===== config.mk =====
export PLATFORM = sky130hd
export DESIGN_NAME = shared_buffer_dual_stack
export DESIGN_NICKNAME = d
export VERILOG_FILES = /design/src/rtl/sbds_pkg.sv /design/src/rtl/sbds_ctrl.sv /design/src/rtl/sbds_dp.sv /design/src/rtl/shared_buffer_dual_stack.sv
export SDC_FILE = /design/constraint.sdc
export NUM_CORES = 1
export LEC_CHECK = 0
export ABC_AREA = 1
export BUFFER_PORTS_ARGS = -buffer_cell sky130_fd_sc_hd__buf_2
export CORE_MARGIN = 1
export CORE_UTILIZATION = 45
export CTS_BUF_LIST = sky130_fd_sc_hd__clkbuf_8
export DETAILED_ROUTE_END_ITERATION = 7
export PLACE_DENSITY = 0.64
export SLEW_MARGIN = 10
export SYNTH_ARGS = -nofsm -noshare
export SYNTH_HDL_FRONTEND = slang
export SYNTH_SLANG_ARGS = --single-unit

===== constraint.sdc =====
create_clock -name clk_i -period 5.53 [get_ports clk_i]
set_input_delay 0.553 -clock clk_i [delete_from_list [all_inputs] [get_ports clk_i]]
set_output_delay 0.553 -clock clk_i [all_outputs]
set_load 0.05 [all_outputs]

===== src/rtl/sbds_pkg.sv =====
// Shared types and codes for the two-stack word buffer.
package sbds_pkg;

  // Default number of words in the shared store
  localparam int unsigned DefaultDepth = 16;

  // Request codes carried on req_type
  typedef enum logic [2:0] {
    REQ_PUSH_A = 3'd0,
    REQ_PUSH_B = 3'd1,
    REQ_POP_A  = 3'd2,
    REQ_POP_B  = 3'd3,
    REQ_LIST_A = 3'd4,
    REQ_LIST_B = 3'd5
  } req_e;

  // Result status codes
  typedef enum logic [1:0] {
    ST_OK        = 2'd0,
    ST_OVERFLOW  = 2'd1,
    ST_UNDERFLOW = 2'd2,
    ST_EMPTY     = 2'd3
  } status_e;

  // Datapath operations issued by the controller
  typedef enum logic [2:0] {
    OP_NONE,
    OP_PUSH_A,
    OP_PUSH_B,
    OP_POP_A,
    OP_POP_B,
    OP_LIST_A,
    OP_LIST_B,
    OP_STEP
  } dp_op_e;

  // Controller to datapath commands
  typedef struct packed {
    dp_op_e  op;
    logic    emit_status;
    status_e status;
    logic    emit_read;
  } cmd_t;

  // Datapath to controller status
  typedef struct packed {
    logic full;
    logic a_empty;
    logic b_empty;
    logic out_taken;
    logic out_last;
  } stat_t;

endpackage


===== src/rtl/sbds_ctrl.sv =====
// Request sequencer: decodes each item and steps the datapath through its results.
module sbds_ctrl import sbds_pkg::*; (
  input  logic       clk_i,
  input  logic       rst_ni,
  input  logic       in_valid_i,
  output logic       in_stall_o,
  input  logic [2:0] req_type_i,
  input  stat_t      stat_i,
  output cmd_t       cmd_o
);

  typedef enum logic [1:0] {
    S_IDLE,
    S_READ,
    S_OUT
  } state_e;

  state_e state_q, state_d;

  // Take a new item only while nothing is in flight
  assign in_stall_o = (state_q != S_IDLE);

  // Decode requests and sequence reads and results
  always_comb begin
    state_d           = state_q;
    cmd_o.op          = OP_NONE;
    cmd_o.emit_status = 1'b0;
    cmd_o.status      = ST_OK;
    cmd_o.emit_read   = 1'b0;
    case (state_q)
      S_IDLE: begin
        if (in_valid_i) begin
          case (req_type_i)
            REQ_PUSH_A, REQ_PUSH_B: begin
              cmd_o.emit_status = 1'b1;
              state_d           = S_OUT;
              if (stat_i.full) begin
                cmd_o.status = ST_OVERFLOW;
              end else begin
                cmd_o.op = (req_type_i == REQ_PUSH_A) ? OP_PUSH_A : OP_PUSH_B;
              end
            end
            REQ_POP_A: begin
              if (stat_i.a_empty) begin
                cmd_o.emit_status = 1'b1;
                cmd_o.status      = ST_UNDERFLOW;
                state_d           = S_OUT;
              end else begin
                cmd_o.op = OP_POP_A;
                state_d  = S_READ;
              end
            end
            REQ_POP_B: begin
              if (stat_i.b_empty) begin
                cmd_o.emit_status = 1'b1;
                cmd_o.status      = ST_UNDERFLOW;
                state_d           = S_OUT;
              end else begin
                cmd_o.op = OP_POP_B;
                state_d  = S_READ;
              end
            end
            REQ_LIST_A: begin
              if (stat_i.a_empty) begin
                cmd_o.emit_status = 1'b1;
                cmd_o.status      = ST_EMPTY;
                state_d           = S_OUT;
              end else begin
                cmd_o.op = OP_LIST_A;
                state_d  = S_READ;
              end
            end
            REQ_LIST_B: begin
              if (stat_i.b_empty) begin
                cmd_o.emit_status = 1'b1;
                cmd_o.status      = ST_EMPTY;
                state_d           = S_OUT;
              end else begin
                cmd_o.op = OP_LIST_B;
                state_d  = S_READ;
              end
            end
            default: begin
              // unused codes: drop the item
              state_d = S_IDLE;
            end
          endcase
        end
      end
      S_READ: begin
        cmd_o.emit_read = 1'b1;
        state_d         = S_OUT;
      end
      S_OUT: begin
        if (stat_i.out_taken) begin
          if (stat_i.out_last) begin
            state_d = S_IDLE;
          end else begin
            cmd_o.op = OP_STEP;
            state_d  = S_READ;
          end
        end
      end
      default: begin
        state_d = S_IDLE;
      end
    endcase
  end

  // Hold state
  always_ff @(posedge clk_i or negedge rst_ni) begin
    if (!rst_ni) begin
      state_q <= S_IDLE;
    end else begin
      state_q <= state_d;
    end
  end

endmodule


===== src/rtl/sbds_dp.sv =====
// Datapath: shared word store, stack counters, list pointer and result register.
module sbds_dp import sbds_pkg::*; #(
  parameter int unsigned DEPTH = DefaultDepth
) (
  input  logic               clk_i,
  input  logic               rst_ni,
  input  cmd_t               cmd_i,
  input  logic signed [31:0] push_value_i,
  input  logic               out_stall_i,
  output stat_t              stat_o,
  output logic               out_valid_o,
  output logic signed [31:0] data_word_o,
  output logic [1:0]         status_o,
  output logic               last_item_o
);

  localparam int unsigned AW = (DEPTH > 1) ? $clog2(DEPTH) : 1;
  localparam int unsigned CW = $clog2(DEPTH + 1);
  localparam logic [CW-1:0] DepthW  = CW'(DEPTH);
  localparam logic [AW-1:0] TopAddr = AW'(DEPTH - 1);

  logic [CW-1:0] count_a_q, count_a_d;
  logic [CW-1:0] count_b_q, count_b_d;
  logic [AW-1:0] ptr_q, ptr_d;
  logic          list_up_q, list_up_d;

  logic signed [31:0] mem [DEPTH];
  logic signed [31:0] rd_data_q;
  logic               rd_last_q;

  logic          wr_en, rd_en, rd_last;
  logic [AW-1:0] wr_addr, rd_addr;

  logic [CW:0]   total;
  logic [CW-1:0] a_dec, b_top_w, b_push_w;
  logic [AW-1:0] ptr_step;

  logic               out_valid_q;
  logic signed [31:0] out_data_q;
  status_e            out_status_q;
  logic               out_last_q;
  logic               out_taken;

  // Derive addresses from the counters
  assign total    = {1'b0, count_a_q} + {1'b0, count_b_q};
  assign a_dec    = count_a_q - CW'(1);
  assign b_top_w  = DepthW - count_b_q;
  assign b_push_w = DepthW - count_b_q - CW'(1);
  assign ptr_step = list_up_q ? (ptr_q + AW'(1)) : (ptr_q - AW'(1));

  // Execute the controller's operation
  always_comb begin
    count_a_d = count_a_q;
    count_b_d = count_b_q;
    ptr_d     = ptr_q;
    list_up_d = list_up_q;
    wr_en     = 1'b0;
    wr_addr   = count_a_q[AW-1:0];
    rd_en     = 1'b0;
    rd_addr   = ptr_q;
    rd_last   = 1'b1;
    case (cmd_i.op)
      OP_PUSH_A: begin
        wr_en     = 1'b1;
        wr_addr   = count_a_q[AW-1:0];
        count_a_d = count_a_q + CW'(1);
      end
      OP_PUSH_B: begin
        wr_en     = 1'b1;
        wr_addr   = b_push_w[AW-1:0];
        count_b_d = count_b_q + CW'(1);
      end
      OP_POP_A: begin
        rd_en     = 1'b1;
        rd_addr   = a_dec[AW-1:0];
        count_a_d = a_dec;
      end
      OP_POP_B: begin
        rd_en     = 1'b1;
        rd_addr   = b_top_w[AW-1:0];
        count_b_d = count_b_q - CW'(1);
      end
      OP_LIST_A: begin
        rd_en     = 1'b1;
        rd_addr   = a_dec[AW-1:0];
        ptr_d     = a_dec[AW-1:0];
        list_up_d = 1'b0;
        rd_last   = (a_dec[AW-1:0] == '0);
      end
      OP_LIST_B: begin
        rd_en     = 1'b1;
        rd_addr   = b_top_w[AW-1:0];
        ptr_d     = b_top_w[AW-1:0];
        list_up_d = 1'b1;
        rd_last   = (b_top_w[AW-1:0] == TopAddr);
      end
      OP_STEP: begin
        rd_en   = 1'b1;
        rd_addr = ptr_step;
        ptr_d   = ptr_step;
        rd_last = list_up_q ? (ptr_step == TopAddr) : (ptr_step == '0);
      end
      default: begin
        rd_en = 1'b0;
      end
    endcase
  end

  // Hold counters and list pointer
  always_ff @(posedge clk_i or negedge rst_ni) begin
    if (!rst_ni) begin
      count_a_q <= '0;
      count_b_q <= '0;
      ptr_q     <= '0;
      list_up_q <= 1'b0;
    end else begin
      count_a_q <= count_a_d;
      count_b_q <= count_b_d;
      ptr_q     <= ptr_d;
      list_up_q <= list_up_d;
    end
  end

  // Word store with registered read
  always_ff @(posedge clk_i) begin
    if (wr_en) begin
      mem[wr_addr] <= push_value_i;
    end
    if (rd_en) begin
      rd_data_q <= mem[rd_addr];
      rd_last_q <= rd_last;
    end
  end

  // Result register: load on emit, drop once taken
  assign out_taken = out_valid_q & ~out_stall_i;

  always_ff @(posedge clk_i or negedge rst_ni) begin
    if (!rst_ni) begin
      out_valid_q <= 1'b0;
    end else if (cmd_i.emit_status || cmd_i.emit_read) begin
      out_valid_q <= 1'b1;
    end else if (out_taken) begin
      out_valid_q <= 1'b0;
    end
  end

  always_ff @(posedge clk_i) begin
    if (cmd_i.emit_status) begin
      out_data_q   <= '0;
      out_status_q <= cmd_i.status;
      out_last_q   <= 1'b1;
    end else if (cmd_i.emit_read) begin
      out_data_q   <= rd_data_q;
      out_status_q <= ST_OK;
      out_last_q   <= rd_last_q;
    end
  end

  assign out_valid_o = out_valid_q;
  assign data_word_o = out_data_q;
  assign status_o    = out_status_q;
  assign last_item_o = out_last_q;

  assign stat_o.full      = (total >= {1'b0, DepthW});
  assign stat_o.a_empty   = (count_a_q == '0);
  assign stat_o.b_empty   = (count_b_q == '0);
  assign stat_o.out_taken = out_taken;
  assign stat_o.out_last  = out_last_q;

endmodule


===== src/rtl/shared_buffer_dual_stack.sv =====
// Two stacks sharing one word store: stack A grows up, stack B grows down.
// Push and error results appear the cycle after the item is accepted; a popped or first
// listed word passes through the registered store read and then the result register.
// Each further listed word is read from the store once the previous one is taken.
// Throughput: one item at a time; a new item is taken the cycle after its last result leaves.
// Reset clears both stack counters, the list pointer and the result valid flag; store contents stay undefined.
module shared_buffer_dual_stack import sbds_pkg::*; #(
  parameter int unsigned DEPTH = DefaultDepth
) (
  input  logic               clk_i,
  input  logic               rst_ni,
  input  logic               in_valid_i,
  output logic               in_stall_o,
  input  logic [2:0]         req_type_i,
  input  logic signed [31:0] push_value_i,
  output logic               out_valid_o,
  input  logic               out_stall_i,
  output logic signed [31:0] data_word_o,
  output logic [1:0]         status_o,
  output logic               last_item_o
);

  cmd_t  cmd;
  stat_t stat;

  sbds_ctrl u_ctrl (
    .clk_i      (clk_i),
    .rst_ni     (rst_ni),
    .in_valid_i (in_valid_i),
    .in_stall_o (in_stall_o),
    .req_type_i (req_type_i),
    .stat_i     (stat),
    .cmd_o      (cmd)
  );

  sbds_dp #(
    .DEPTH (DEPTH)
  ) u_dp (
    .clk_i        (clk_i),
    .rst_ni       (rst_ni),
    .cmd_i        (cmd),
    .push_value_i (push_value_i),
    .out_stall_i  (out_stall_i),
    .stat_o       (stat),
    .out_valid_o  (out_valid_o),
    .data_word_o  (data_word_o),
    .status_o     (status_o),
    .last_item_o  (last_item_o)
  );

  // Input side opens only once the result register has drained
  assert property (@(posedge clk_i) disable iff (!rst_ni)
    !in_stall_o |-> !out_valid_o)
    else $error("input ready while a result is pending");

  // Error results are single, final and carry no word (ST_OK push results are not checked here)
  assert property (@(posedge clk_i) disable iff (!rst_ni)
    out_valid_o && (status_o != ST_OK) |-> last_item_o && (data_word_o == '0))
    else $error("error result not final or carries data");

  // A result that is not final is followed by more results before new input
  assert property (@(posedge clk_i) disable iff (!rst_ni)
    out_valid_o && !out_stall_i && !last_item_o |=> in_stall_o)
    else $error("input opened in the middle of a list");

endmodule

==> summary.md <==
| Metric | Value |
|---|---|
| Initial DRC count | `1,842` |
| Total congestion overflow | `0` |
| Die Wd | `245 um` |
| WP data arrival | `4.78 ns` |
| Setup violations, final | `0` |
| DPL Wire Length | `38,200 um` |
| Gate Count Post-Synth | `2,491` |
| Nets | `2,602` |
| Root buffer cell | `clkbuf_8` |
| Main area contributors after synthesis | `edfxtp_1, nand3_1, nand2_1, inv_1, dfxtp_1` |
| GP Congestion | `0.873` |
| Pint | `9690 uW` |
| Total number of vias | `18,100` |
| Core area | `0.0579 mm^2` |
| Hold Path Class | `primary input to register` |
| Top Ports | `76` |
| CTS tree | `built` |
| Setup Skew | `0.0304 ns` |
| Die height | `245 um` |
| Main flop type after synthesis | `edfxtp_1` |
| P per Cell Area | `602 mW/mm^2` |
| TritonCTS Buffers | `95` |
| Final slew viol count | `0` |
| Worst-margin pin slew | `1.21 ns` |
| MaxCap Viol Count | `0` |
| Tot Pwr | `17,600 uW` |
| WP data required | `5.82 ns` |
| Total Routing Usage GR | `22.5%` |
| Final wirelength | `67,200 um` |
| Placed cells | `3,210` |
| Leak | `0.0121 uW` |
| Yosys top cell by area | `edfxtp_1` |
| First-pass GRT wire length | `103,000 um` |
| Routed length per instance | `19.9 um` |
| Clk_lat worst skew | `0.69 ns` |
| Finished Layout Cells | `3,386` |
| Nature of the critical path startpoint | `register` |
| Status | `complete, no violations` |
| Post-CTS sizing | `0` |
| Slew HR | `19.4%` |
| Buffers on Ports | `75` |
| Final Hold Vio Count | `0` |
| Antenna Violating Nets Remaining | `0` |
| Post-Syn Nets | `2,550` |
| H-tree depth | `3` |
| Syn_area_per_cell | `10.6 um^2` |
| Nature of the critical path endpoint | `register` |
| Starting density of the core | `45.8%` |
| CTS Buffer Depth | `3` |
| Area of the die | `0.0599 mm^2` |
| DRT Pass-1 Iters | `6` |
| Post-synth top area share | `61.9%` |
| Largest net degree at the start of global routing | `161` |
| Switch Pwr | `7940 uW` |
| Mapped Area | `0.0265 mm^2` |
| Clk sinks | `598` |
| Synth top cells by count | `nand3_1, edfxtp_1, nand2_1` |
| Vias in the first global route | `17,200` |
| Combinational cell fraction of total power | `46.1%` |
| Synthesized flop and latch total | `598` |
| Clock slew at reported path FFs | `0.06 ns` |
| Cell Rows | `88` |
| FMAX | `223 MHz` |
| Post-synth EDFFs | `547` |
| Register area share after synthesis | `66.1%` |
| Ys Warns | `0` |
| Crit path kind | `register to register` |
| Share of post-route cells with drive strength above 1 | `9.89%` |
| Vias per cell | `5.35` |
| RSZ-0062 raised after global routing | `no` |
| Post-synthesis cell type count | `38` |
| Fin crit period | `4.49 ns` |
| Seq pwr share | `33.7%` |
| Max VDD drop | `0.845 mV` |
| Post-synth ARST share | `3.01%` |
| Remaining DRCs | `0` |
| Switching Share | `45.0%` |
| Setup TNS | `0 ns` |
| Leading cell type by number of instances after synthesis | `nand3_1` |
| Final Util | `50.6%` |
| Area Growth Syn to Fin | `10.4%` |
| Clock network fraction of design power | `20.2%` |
| Fin crit share | `81.3%` |
| Initial antenna violation count | `3` |
| Maximum fanout along the worst path | `32` |
[kinds of logic after synthesis]
group	after synthesis	synth area share, %
buffers and inverters	538	8.69
flip-flops	598	66.1
adder cells (fa/ha/maj)	20	1.00
AO/OA/AOI/OAI	80	1.74
AND/OR/NAND/NOR	1238	21.9
XOR/XNOR	17	0.561
[flip-flops by register name, summed over array words and instances (netlist names)]
name	cells
u_dp.mem	512
u_dp.data_word_o	32
u_dp.rd_data_q	32
u_dp.count_a_q	5
u_dp.count_b_q	5
u_dp.ptr_q	4
u_ctrl.state_q	2
u_dp.status_o	2
u_dp.last_item_o	1
u_dp.list_up_q	1
u_dp.out_valid_o	1
u_dp.rd_last_q	1
[per-stage QoR]
step,setup WS [ns],cell area (um^2),hold slack (ns)
floorplan,1.53,26500,0.257
finish,1.04,29300,0.196
CTS,1.06,29300,0.148
global route,0.658,29300,0.224
detailed placement,1.06,27500,0.452
global placement,1.22,27500,0.450
[layout by cell type, fill, tap and decap left out, types with 6 or more instances in the layout]
master,count
a21oi_1,46
buf_12,7
buf_2,75
buf_4,18
clkbuf_8,97
clkinv_1,36
clkinv_2,13
dfrtp_1,18
dfxtp_1,33
edfxtp_1,547
ha_1,18
inv_1,403
inv_2,8
nand2_1,463
nand3_1,630
nand3b_1,85
nor2_1,24
nor2_4,17
nor3_1,6
o21ai_0,8
xor2_1,13
[layout make-up]
type | instances | area [um^2]
multi-input cells | 1355 | 6880
clock buffers | 97 | 1340
clock inverters | 77 | 442
diodes | 1 | 2.50
fillers | 5163 | 28600
repair buffers | 101 | 661
flip-flops and latches | 598 | 17500
well taps | 765 | 957
inverters | 392 | 1470
[worst paths after layout]
path / cells past startpoint / slack [ns] / to / startpoint
max in group asynchronous: 2 / 4.82 / u_dp.count_b_q[1] / rst_ni
max: 15 / 1.04 / u_dp.mem[0][20] / u_dp.count_b_q[0]
min: 3 / 0.20 / u_dp.out_valid_o / out_stall_i
min in group asynchronous: 2 / 0.36 / u_dp.ptr_q[3] / rst_ni
max reg2reg: 15 / 1.04 / u_dp.mem[0][20] / u_dp.count_b_q[0]
min reg2reg: 2 / 0.46 / u_dp.data_word_o[20] / u_dp.data_word_o[20]
[what timing repair did]
action	4_1_cts	5_1_grt
endpoints found under the hold margin	18	0
setup buffers	0	0
hold buffers	1	0
[layer usage]
metal	wire, um	global-route usage (%)	vias up
met4	1560	7.52	4
met3	6240	5.22	110
li1	-	-	8541
met5	23	0	-
met1	29000	31.4	8682
met2	30400	34.6	769
[critical path, cell delays in order, from the launching register on]
cell	delay (ns)
dfrtp_1	0.55
inv_1	0.19
ha_1	0.26
nand2_1	0.08
nor2_1	0.04
nand2_1	0.10
inv_1	0.07
o221ai_1	0.19
nand2_1	0.12
nand2_1	0.15
inv_1	0.12
nor3_2	0.17
inv_1	0.17
o21ai_0	0.52
nand2_1	0.39
nor2_4	0.98
[power by group through the flow]
stage / Clock [uW] / Sequential (uW) / Combinational (uW)
after CTS: 3640 / 5930 / 8080
after global routing: 3820 / 5980 / 8940
final: 3570 / 5940 / 8120
after detailed placement: 0 / 6020 / 8050
after floorplan: 0 / 6250 / 5540
after global placement: 0 / 6010 / 7980
No activity file was read; power rests on OpenSTA's default activity.
